===== src/sv/assert_macros.svh =====
// ----------------------------------------------------------------------------
// assertion macros
// concurrent checks on a synchronous active-low reset domain
// ----------------------------------------------------------------------------
`ifndef ASSERT_MACROS_SVH
`define ASSERT_MACROS_SVH
`ifndef NO_ASSERTIONS
`define HXC_ASSERT(lbl, clk, rst_n, prop) \
    lbl: assert property (@(posedge clk) disable iff (!rst_n) (prop)) \
        else $error("assertion failed");
`define HXC_ASSERT_NEXT(lbl, clk, rst_n, ante, cons) \
    lbl: assert property (@(posedge clk) disable iff (!rst_n) (ante) |=> (cons)) \
        else $error("assertion failed");
`else
`define HXC_ASSERT(lbl, clk, rst_n, prop)
`define HXC_ASSERT_NEXT(lbl, clk, rst_n, ante, cons)
`endif
`endif


===== src/sv/hxc_pkg.sv =====
// ----------------------------------------------------------------------------
// hxc_pkg
// shared types, codes and character helpers of the hex text codec
// ----------------------------------------------------------------------------
`timescale 1ns / 1ps

package hxc_pkg;

    localparam int QUEUE_DEPTH = 4;

    localparam logic [1:0] REG_DECODE_MODE = 2'd0;
    localparam logic [1:0] REG_FORMAT_OUT  = 2'd1;
    localparam logic [1:0] REG_STRICT      = 2'd2;

    localparam logic [1:0] ST_DATA    = 2'd0;
    localparam logic [1:0] ST_INVALID = 2'd1;
    localparam logic [1:0] ST_ODD     = 2'd2;

    localparam logic [1:0] OP_ENC = 2'd0;
    localparam logic [1:0] OP_EOL = 2'd1;
    localparam logic [1:0] OP_DEC = 2'd2;
    localparam logic [1:0] OP_ERR = 2'd3;

    localparam logic [1:0] SEP_NONE = 2'd0;
    localparam logic [1:0] SEP_NL   = 2'd1;
    localparam logic [1:0] SEP_TWO  = 2'd2;
    localparam logic [1:0] SEP_ONE  = 2'd3;

    localparam logic [7:0] CH_SPACE = 8'h20;
    localparam logic [7:0] CH_TAB   = 8'h09;
    localparam logic [7:0] CH_NL    = 8'h0a;
    localparam logic [7:0] CH_CR    = 8'h0d;

    typedef struct packed {
        logic [1:0] op;
        logic [1:0] sep;
        logic [7:0] data;
        logic [1:0] status;
    } t_job;

    function automatic logic [7:0] hex_char(input logic [3:0] nib);
        logic [7:0] v;
        v = {4'd0, nib};
        if (nib < 4'd10) begin
            hex_char = 8'h30 + v;
        end else begin
            hex_char = 8'h57 + v;
        end
    endfunction

    // msb flags a hex digit, low nibble is its value
    function automatic logic [4:0] digit_value(input logic [7:0] c);
        logic [7:0] d;
        d = 8'd0;
        if (c >= 8'h30 && c <= 8'h39) begin
            d = c - 8'h30;
            digit_value = {1'b1, d[3:0]};
        end else if (c >= 8'h61 && c <= 8'h66) begin
            d = c - 8'h57;
            digit_value = {1'b1, d[3:0]};
        end else if (c >= 8'h41 && c <= 8'h46) begin
            d = c - 8'h37;
            digit_value = {1'b1, d[3:0]};
        end else begin
            digit_value = 5'd0;
        end
    endfunction

    function automatic logic is_space(input logic [7:0] c);
        is_space = (c == CH_SPACE) || (c == CH_TAB) || (c == CH_NL) || (c == CH_CR);
    endfunction

endpackage


===== src/sv/hxc_front.sv =====
// ----------------------------------------------------------------------------
// hxc_front
// accepts items, keeps stream state and queues one job per item with output
// ----------------------------------------------------------------------------
`timescale 1ns / 1ps

module hxc_front
    import hxc_pkg::*;
(
    input  logic       i_clk,
    input  logic       i_rst_n,
    input  logic       i_cfg_valid,
    input  logic [1:0] i_cfg_index,
    input  logic       i_cfg_data,
    input  logic       i_in_valid,
    input  logic [7:0] i_in_char,
    input  logic       i_end_of_input,
    output logic       o_in_stall,
    input  logic       i_full,
    output logic       o_push,
    output t_job       o_job
);

    logic       r_decode_mode;
    logic       r_format_out;
    logic       r_strict;
    logic [2:0] r_byte_pos;
    logic       r_seen;
    logic       r_pending;
    logic [3:0] r_nibble;
    logic       r_halted;

    logic [2:0] n_byte_pos;
    logic       n_seen;
    logic       n_pending;
    logic [3:0] n_nibble;
    logic       n_halted;

    logic       accept;
    logic [4:0] dig;

    assign o_in_stall = i_full;
    assign accept     = i_in_valid && !i_full;
    assign dig        = digit_value(i_in_char);

    always_comb begin
        n_byte_pos = r_byte_pos;
        n_seen     = r_seen;
        n_pending  = r_pending;
        n_nibble   = r_nibble;
        n_halted   = r_halted;
        o_push     = 1'b0;
        o_job      = '{op: OP_ENC, sep: SEP_NONE, data: i_in_char, status: ST_DATA};
        if (!r_decode_mode) begin
            if (i_end_of_input) begin
                o_push    = r_format_out;
                o_job.op  = OP_EOL;
                n_byte_pos = 3'd0;
                n_seen     = 1'b0;
                n_pending  = 1'b0;
                n_nibble   = 4'd0;
                n_halted   = 1'b0;
            end else begin
                o_push = 1'b1;
                if (r_format_out && r_seen) begin
                    priority if (r_byte_pos == 3'd0) begin
                        o_job.sep = SEP_NL;
                    end else if (r_byte_pos[1:0] == 2'd0) begin
                        o_job.sep = SEP_TWO;
                    end else begin
                        o_job.sep = SEP_ONE;
                    end
                end
                n_byte_pos = r_byte_pos + 3'd1;
                n_seen     = 1'b1;
            end
        end else begin
            if (i_end_of_input) begin
                o_push       = !r_halted && r_pending;
                o_job.op     = OP_ERR;
                o_job.data   = 8'd0;
                o_job.status = ST_ODD;
                n_byte_pos = 3'd0;
                n_seen     = 1'b0;
                n_pending  = 1'b0;
                n_nibble   = 4'd0;
                n_halted   = 1'b0;
            end else if (!r_halted) begin
                if (dig[4]) begin
                    if (r_pending) begin
                        o_push     = 1'b1;
                        o_job.op   = OP_DEC;
                        o_job.data = {r_nibble, dig[3:0]};
                        n_pending  = 1'b0;
                        n_nibble   = 4'd0;
                    end else begin
                        n_pending = 1'b1;
                        n_nibble  = dig[3:0];
                    end
                end else if (r_strict && !is_space(i_in_char)) begin
                    o_push       = 1'b1;
                    o_job.op     = OP_ERR;
                    o_job.data   = 8'd0;
                    o_job.status = ST_INVALID;
                    n_pending    = 1'b0;
                    n_nibble     = 4'd0;
                    n_halted     = 1'b1;
                end
            end
        end
        if (!accept) begin
            o_push = 1'b0;
        end
    end

    always_ff @(posedge i_clk) begin
        if (!i_rst_n) begin
            r_decode_mode <= 1'b0;
            r_format_out  <= 1'b0;
            r_strict      <= 1'b0;
            r_byte_pos    <= 3'd0;
            r_seen        <= 1'b0;
            r_pending     <= 1'b0;
            r_nibble      <= 4'd0;
            r_halted      <= 1'b0;
        end else begin
            if (i_cfg_valid) begin
                unique case (i_cfg_index)
                    REG_DECODE_MODE: r_decode_mode <= i_cfg_data;
                    REG_FORMAT_OUT:  r_format_out  <= i_cfg_data;
                    REG_STRICT:      r_strict      <= i_cfg_data;
                    default: ;
                endcase
            end
            if (accept) begin
                r_byte_pos <= n_byte_pos;
                r_seen     <= n_seen;
                r_pending  <= n_pending;
                r_nibble   <= n_nibble;
                r_halted   <= n_halted;
            end
        end
    end

endmodule


===== src/sv/hxc_queue.sv =====
// ----------------------------------------------------------------------------
// hxc_queue
// small job queue between the front and back parts
// ----------------------------------------------------------------------------
`timescale 1ns / 1ps

module hxc_queue
    import hxc_pkg::*;
#(
    parameter int DEPTH = QUEUE_DEPTH
)
(
    input  logic i_clk,
    input  logic i_rst_n,
    input  logic i_push,
    input  t_job i_job,
    output logic o_full,
    input  logic i_pop,
    output t_job o_head,
    output logic o_empty
);

    localparam int AW = $clog2(DEPTH);

    t_job          mem [DEPTH];
    logic [AW:0]   r_wr;
    logic [AW:0]   r_rd;

    assign o_empty = (r_wr == r_rd);
    assign o_full  = (r_wr[AW] != r_rd[AW]) && (r_wr[AW-1:0] == r_rd[AW-1:0]);
    assign o_head  = mem[r_rd[AW-1:0]];

    always_ff @(posedge i_clk) begin
        if (i_push && !o_full) begin
            mem[r_wr[AW-1:0]] <= i_job;
        end
    end

    always_ff @(posedge i_clk) begin
        if (!i_rst_n) begin
            r_wr <= '0;
            r_rd <= '0;
        end else begin
            if (i_push && !o_full) begin
                r_wr <= r_wr + 1'b1;
            end
            if (i_pop && !o_empty) begin
                r_rd <= r_rd + 1'b1;
            end
        end
    end

endmodule


===== src/sv/hxc_back.sv =====
// ----------------------------------------------------------------------------
// hxc_back
// expands queued jobs into characters, one transfer per cycle while a job is queued and the output is not stalled
// ----------------------------------------------------------------------------
`timescale 1ns / 1ps
`include "assert_macros.svh"

module hxc_back
    import hxc_pkg::*;
(
    input  logic       i_clk,
    input  logic       i_rst_n,
    input  t_job       i_head,
    input  logic       i_empty,
    output logic       o_pop,
    output logic       o_out_valid,
    input  logic       i_out_stall,
    output logic [7:0] o_out_char,
    output logic [1:0] o_status,
    output logic       o_last
);

    logic       r_valid;
    logic [7:0] r_char;
    logic [1:0] r_status;
    logic       r_last;
    logic [1:0] r_step;

    logic       load;
    logic [1:0] nsep;
    logic [7:0] n_char;
    logic [1:0] n_status;
    logic       n_last;

    assign load = !i_empty && (!r_valid || !i_out_stall);
    assign o_pop = load && n_last;

    always_comb begin
        unique case (i_head.sep)
            SEP_NONE: nsep = 2'd0;
            SEP_TWO:  nsep = 2'd2;
            default:  nsep = 2'd1;
        endcase
        n_char   = 8'd0;
        n_status = ST_DATA;
        n_last   = 1'b1;
        unique case (i_head.op)
            OP_ENC: begin
                priority if (r_step < nsep) begin
                    n_char = (i_head.sep == SEP_NL) ? CH_NL : CH_SPACE;
                    n_last = 1'b0;
                end else if (r_step == nsep) begin
                    n_char = hex_char(i_head.data[7:4]);
                    n_last = 1'b0;
                end else begin
                    n_char = hex_char(i_head.data[3:0]);
                end
            end
            OP_EOL: n_char = CH_NL;
            OP_DEC: n_char = i_head.data;
            default: n_status = i_head.status;
        endcase
    end

    always_ff @(posedge i_clk) begin
        if (load) begin
            r_char   <= n_char;
            r_status <= n_status;
            r_last   <= n_last;
        end
    end

    always_ff @(posedge i_clk) begin
        if (!i_rst_n) begin
            r_valid <= 1'b0;
            r_step  <= 2'd0;
        end else begin
            if (load) begin
                r_valid <= 1'b1;
                r_step  <= n_last ? 2'd0 : r_step + 2'd1;
            end else if (!i_out_stall) begin
                r_valid <= 1'b0;
            end
        end
    end

    assign o_out_valid = r_valid;
    assign o_out_char  = r_char;
    assign o_status    = r_status;
    assign o_last      = r_last;

    `HXC_ASSERT(a_step_job_held, i_clk, i_rst_n, (r_step != 2'd0) |-> !i_empty)
    `HXC_ASSERT(a_error_shape, i_clk, i_rst_n, (r_valid && r_status != ST_DATA) |-> (r_last && r_char == 8'd0))
    `HXC_ASSERT(a_status_range, i_clk, i_rst_n, r_valid |-> (r_status != 2'd3))
    `HXC_ASSERT_NEXT(a_pop_resets_step, i_clk, i_rst_n, o_pop, r_step == 2'd0)

endmodule


===== src/sv/hex_text_codec_top.sv =====
// a result transfer passes through the job queue and then the output register after its item is accepted
// throughput: one character per cycle at the output while it is not stalled, up to four characters per item
// formatted encode gives up to four characters per byte, sent through the single-character output register
// a four-job queue lets the input keep accepting while the output is stalled, until the queue is full
// reset: synchronous active low, clears config, stream state, queue pointers and output valid; no clearing pass
// ----------------------------------------------------------------------------
// hex_text_codec_top
// hex text encoder and decoder with decoupled front, queue and back parts
// ----------------------------------------------------------------------------
`timescale 1ns / 1ps

module hex_text_codec_top
    import hxc_pkg::*;
#(
    parameter int QDEPTH = QUEUE_DEPTH
)
(
    input  logic       i_clk,
    input  logic       i_rst_n,
    input  logic       i_cfg_valid,
    output logic       o_cfg_ready,
    input  logic [1:0] i_cfg_index,
    input  logic       i_cfg_data,
    input  logic       i_in_valid,
    output logic       o_in_stall,
    input  logic [7:0] i_in_char,
    input  logic       i_end_of_input,
    output logic       o_out_valid,
    input  logic       i_out_stall,
    output logic [7:0] o_out_char,
    output logic [1:0] o_status,
    output logic       o_last
);

    logic push;
    t_job push_job;
    logic full;
    logic pop;
    t_job head;
    logic empty;

    assign o_cfg_ready = 1'b1;

    hxc_front u_front (
        .i_clk          (i_clk),
        .i_rst_n        (i_rst_n),
        .i_cfg_valid    (i_cfg_valid),
        .i_cfg_index    (i_cfg_index),
        .i_cfg_data     (i_cfg_data),
        .i_in_valid     (i_in_valid),
        .i_in_char      (i_in_char),
        .i_end_of_input (i_end_of_input),
        .o_in_stall     (o_in_stall),
        .i_full         (full),
        .o_push         (push),
        .o_job          (push_job)
    );

    hxc_queue #(
        .DEPTH (QDEPTH)
    ) u_queue (
        .i_clk   (i_clk),
        .i_rst_n (i_rst_n),
        .i_push  (push),
        .i_job   (push_job),
        .o_full  (full),
        .i_pop   (pop),
        .o_head  (head),
        .o_empty (empty)
    );

    hxc_back u_back (
        .i_clk       (i_clk),
        .i_rst_n     (i_rst_n),
        .i_head      (head),
        .i_empty     (empty),
        .o_pop       (pop),
        .o_out_valid (o_out_valid),
        .i_out_stall (i_out_stall),
        .o_out_char  (o_out_char),
        .o_status    (o_status),
        .o_last      (o_last)
    );

endmodule


===== config.mk =====
export PLATFORM = sky130hd
export DESIGN_NAME = hex_text_codec_top
export DESIGN_NICKNAME = d
export VERILOG_FILES = /design/src/sv/hxc_pkg.sv /design/src/sv/hxc_front.sv /design/src/sv/hxc_queue.sv /design/src/sv/hxc_back.sv /design/src/sv/hex_text_codec_top.sv
export VERILOG_INCLUDE_DIRS = /design/src /design/src/sv
export SDC_FILE = /design/constraint.sdc
export NUM_CORES = 1
export LEC_CHECK = 0
export BUFFER_PORTS_ARGS = -buffer_cell sky130_fd_sc_hd__buf_2
export CORE_UTILIZATION = 51
export CTS_BUF_LIST = sky130_fd_sc_hd__clkbuf_4
export CTS_CLUSTER_SIZE = 40
export DETAILED_ROUTE_END_ITERATION = 8
export GPL_TIMING_DRIVEN = 0
export PLACE_DENSITY = 0.65
export SYNTH_ARGS = -nofsm -noshare
export SYNTH_HDL_FRONTEND = slang
export SYNTH_SLANG_ARGS = --single-unit

===== constraint.sdc =====
create_clock -name i_clk -period 3.5 [get_ports i_clk]
set_clock_uncertainty 0.15 [all_clocks]
set_input_delay 0.175 -clock i_clk [delete_from_list [all_inputs] [get_ports i_clk]]
set_output_delay 0.175 -clock i_clk [all_outputs]
set_load 0.03 [all_outputs]

==> reports/summary.txt <==
CTS Hold Bufs: 10
Cell Count, Final, Fillers Out: 538
port buffer count: 26
global placer's final weighted congestion: 0.876
outcome: completed
Critical Path End Type: flop
most frequent standard cell in the layout excluding fill and tap cells: sky130_fd_sc_hd__edfxtp_1
via count of the first global-routing pass: 3,080
pin count of the biggest net entering global routing: 18
WP data arrival: 2.88 ns
Syn Area/Cell: 12.2 um^2
top_reg_cell synth: sky130_fd_sc_hd__edfxtp_1
proportion of register bits with asynchronous set or reset after synthesis: 0
upper clock frequency limit: 337 MHz
Power per Cell Area: 532 nW/um^2
setup slack of the most critical reg-to-reg path: 0.61 ns
post-cts sizing count: 0
Peak supply drop: 195 uV
cell at the root of the clock tree: sky130_fd_sc_hd__clkbuf_4
number of design rule violations left after detail routing: 0
yosys warns: 0
Critical Path Fanout Max: 14
Post-Syn Nets: 410
Post-Route Setup TNS: 0 ns
setup repair after global routing missed its margin: false
max cap viols: 0
depth of the worst register-to-register path: 9
starting density of the core: 0.528
Detailed Routing Iterations Pass 1: 5
Final HPWL DP: 6510 um
class of the most critical setup path: in -> reg
max_slew headroom: 0.360
Max H-tree Level: 3
share of the clock period used by the worst path after layout: 0.849
Detailed Route Iter0 Violations: 106
post-route antenna net violation count: 0
average detailed-routed wire length per instance: 16.6 um
hold violation total from the final report: 0
post-synthesis cell area: 4630 um^2
number of setup violations in the final report: 0
area share of the largest cell type after synthesis: 0.435
launch point of the critical path: i_in_char[4]
antenna violations before repair: 0
floorplan die width: 97.2 um
startpoint of the tightest hold check path: i_in_char[0]
critical path launch point type: primary input
vias per cell: 5.73
number of buffers added by the clock tree synthesis step: 9
area inside the core boundary: 8760 um^2
Syn Inst Count: 378
routed wire length: 8910 um
distinct cell type count after synthesis: 67
Row Count: 34
CTS tree: done
post-synthesis sequential area ratio: 0.539
global-route wire length before repair: 14,900 um
via count: 3,085
layout-stage area growth over the synthesis result: 10.4%
number of fill cells in the layout: 739
Yosys top cell by area: sky130_fd_sc_hd__edfxtp_1
clock-pin transition on the worst setup and hold timing paths: 0.12 ns
fraction of layout cells with a size suffix above 1: 0.177
Hold Path Class: in -> reg
data required time at the worst endpoint: 3.41 ns
number of cells on the worst hold path: 2
number of enable-type register cells in the synthesized netlist: 67
count of inserted antenna diode cells: 0
transition at the pin with the smallest max-transition slack: 0.952 ns
crit path time final: 2.97 ns
overall fraction of global-route tracks in use: 0.201
number of register bits inferred by synthesis: 91
cell total after placement: 512
Vert. Die Dim: 97.2 um
clock latency of the later-clocked register in the worst-skew pair: 0.43 ns
top library cells by usage in the layout, fill and taps aside: 67 x sky130_fd_sc_hd__edfxtp_1, 29 x sky130_fd_sc_hd__buf_2, 24 x sky130_fd_sc_hd__dfxtp_1
Nets: 457
ranking of synthesized cells by area: sky130_fd_sc_hd__edfxtp_1 43%, sky130_fd_sc_hd__dfxtp_1 10%, sky130_fd_sc_hd__mux4_2 6.8%
setup fix buffers added after clock tree synthesis: 0
Overflow after GRT: 0
Slew Viols, Final: 0
area of the die: 9450 um^2
Bufs on Longest Clock Path: 2
count of boundary I/O pins: 31
standby leakage power: 1.85 nW
clock sink total: 91
==> routing by layer <==
layer	track usage	up-vias	wire length, um
met5	0	-	0
met4	0.0882	0	161
met3	0.0353	12	262
met2	0.341	68	4420
met1	0.252	1492	4070
li1	-	1513	-
==> where the power goes <==
part	total, mW	internal [mW]	switching (mW)
Sequential	1.32	1.29	0.0337
Combinational	0.891	0.332	0.558
Clock	0.503	0.155	0.349
==> flip-flops by register name, indices dropped and copies added (netlist names), named ones only <==
name	flops
u_back.o_out_char	8
u_front.r_format_out	1
u_queue.r_wr	3
u_queue.r_rd	3
u_back.r_step	2
u_front.r_halted	1
u_front.r_seen	1
u_front.r_decode_mode	1
u_front.r_nibble	4
u_front.r_byte_pos	3
u_back.o_status	2
u_front.r_pending	1
u_back.o_out_valid	1
u_back.o_last	1
u_queue.mem	56
u_front.r_strict	1
==> cell type report <==
cell class | instances | area (um^2) | area share
timing repair buffer | 36 | 230 | 0.0451
multi-input combinational | 254 | 1980 | 0.388
tap | 108 | 135 | 0.0265
sequential | 91 | 2490 | 0.488
clock inverter | 6 | 41.3 | 0.00808
inverter | 17 | 63.8 | 0.0125
clock buffer | 10 | 75.1 | 0.0147
buffer | 16 | 90.1 | 0.0176
==> critical path: stages <==
cell	delay [ns]
sky130_fd_sc_hd__dlygate4sd3_1	0.53
sky130_fd_sc_hd__buf_2	0.15
sky130_fd_sc_hd__or4b_1	0.52
sky130_fd_sc_hd__a21oi_2	0.18
sky130_fd_sc_hd__and2_2	0.23
sky130_fd_sc_hd__a31oi_2	0.15
sky130_fd_sc_hd__a21oi_4	0.27
sky130_fd_sc_hd__and2_1	0.65
==> synthesized netlist by cell type, types with 3 or more instances <==
cell and instances:
sky130_fd_sc_hd__edfxtp_1 67, sky130_fd_sc_hd__o21ai_1 6, sky130_fd_sc_hd__nand3_1 15, sky130_fd_sc_hd__a22o_1 3, sky130_fd_sc_hd__dfxtp_1 24, sky130_fd_sc_hd__xor2_1 3
sky130_fd_sc_hd__buf_6 3, sky130_fd_sc_hd__clkbuf_1 9, sky130_fd_sc_hd__xnor2_1 5, sky130_fd_sc_hd__o31ai_1 4, sky130_fd_sc_hd__nand2_1 22, sky130_fd_sc_hd__buf_2 3
sky130_fd_sc_hd__a21o_1 4, sky130_fd_sc_hd__mux2i_1 10, sky130_fd_sc_hd__and2_1 11, sky130_fd_sc_hd__o211ai_1 3, sky130_fd_sc_hd__a21boi_0 3, sky130_fd_sc_hd__inv_1 17
sky130_fd_sc_hd__nor3_1 9, sky130_fd_sc_hd__mux4_2 14, sky130_fd_sc_hd__and3_1 3, sky130_fd_sc_hd__ha_1 15, sky130_fd_sc_hd__nor3b_1 3, sky130_fd_sc_hd__nand2b_1 8
sky130_fd_sc_hd__nor2_1 19, sky130_fd_sc_hd__o21a_1 4, sky130_fd_sc_hd__nor2b_1 14, sky130_fd_sc_hd__nand3b_1 3, sky130_fd_sc_hd__o21ai_0 9, sky130_fd_sc_hd__a21oi_2 5
sky130_fd_sc_hd__a21oi_1 18
==> kinds of logic (layout without fill, tap and decap cells) <==
| kind of cell | count (synthesis) | after routing | synth area share |
|---|---|---|---|
| and+or+nand+nor | 121 | 121 | 0.146 |
| buffers and inverters | 33 | 85 | 0.0333 |
| adders and majority gates | 15 | 15 | 0.0406 |
| other | 1 | 1 | 0.000811 |
| AOI/OAI and AO/OA | 84 | 84 | 0.134 |
| xor gates and xnor gates | 8 | 8 | 0.0151 |
| muxes | 25 | 25 | 0.0922 |
| DFF | 91 | 91 | 0.539 |
==> worst paths after layout <==
check,endpoint
worst min-delay path,u_queue.mem[0][2]$_DFFE_PP_
worst max register to register,u_back.o_out_char[3]$_DFFE_PP_
worst max-delay path,u_queue.mem[2][5]$_DFFE_PP_
worst min register to register,u_front.r_nibble[1]$_SDFFE_PN0P_
==> metrics by stage <==
stage / total power [mW] / worst slack, ns / util / hold WS (ns) / area [um^2]
2_1_floorplan: 2.02 / 0.883 / - / 0.181 / 4630
3_3_place_gp: 2.22 / 0.271 / 0.558 / 0.296 / 4890
3_5_place_dp: 2.23 / 0.204 / 0.558 / 0.310 / 4890
4_1_cts: 2.74 / 0.512 / 0.583 / 0.0550 / 5110
5_1_grt: 2.87 / 0.383 / 0.583 / 0.0791 / 5110
6_report: 2.72 / 0.529 / 0.583 / 0.0794 / 5110
No activity file was read; power rests on OpenSTA's default activity.
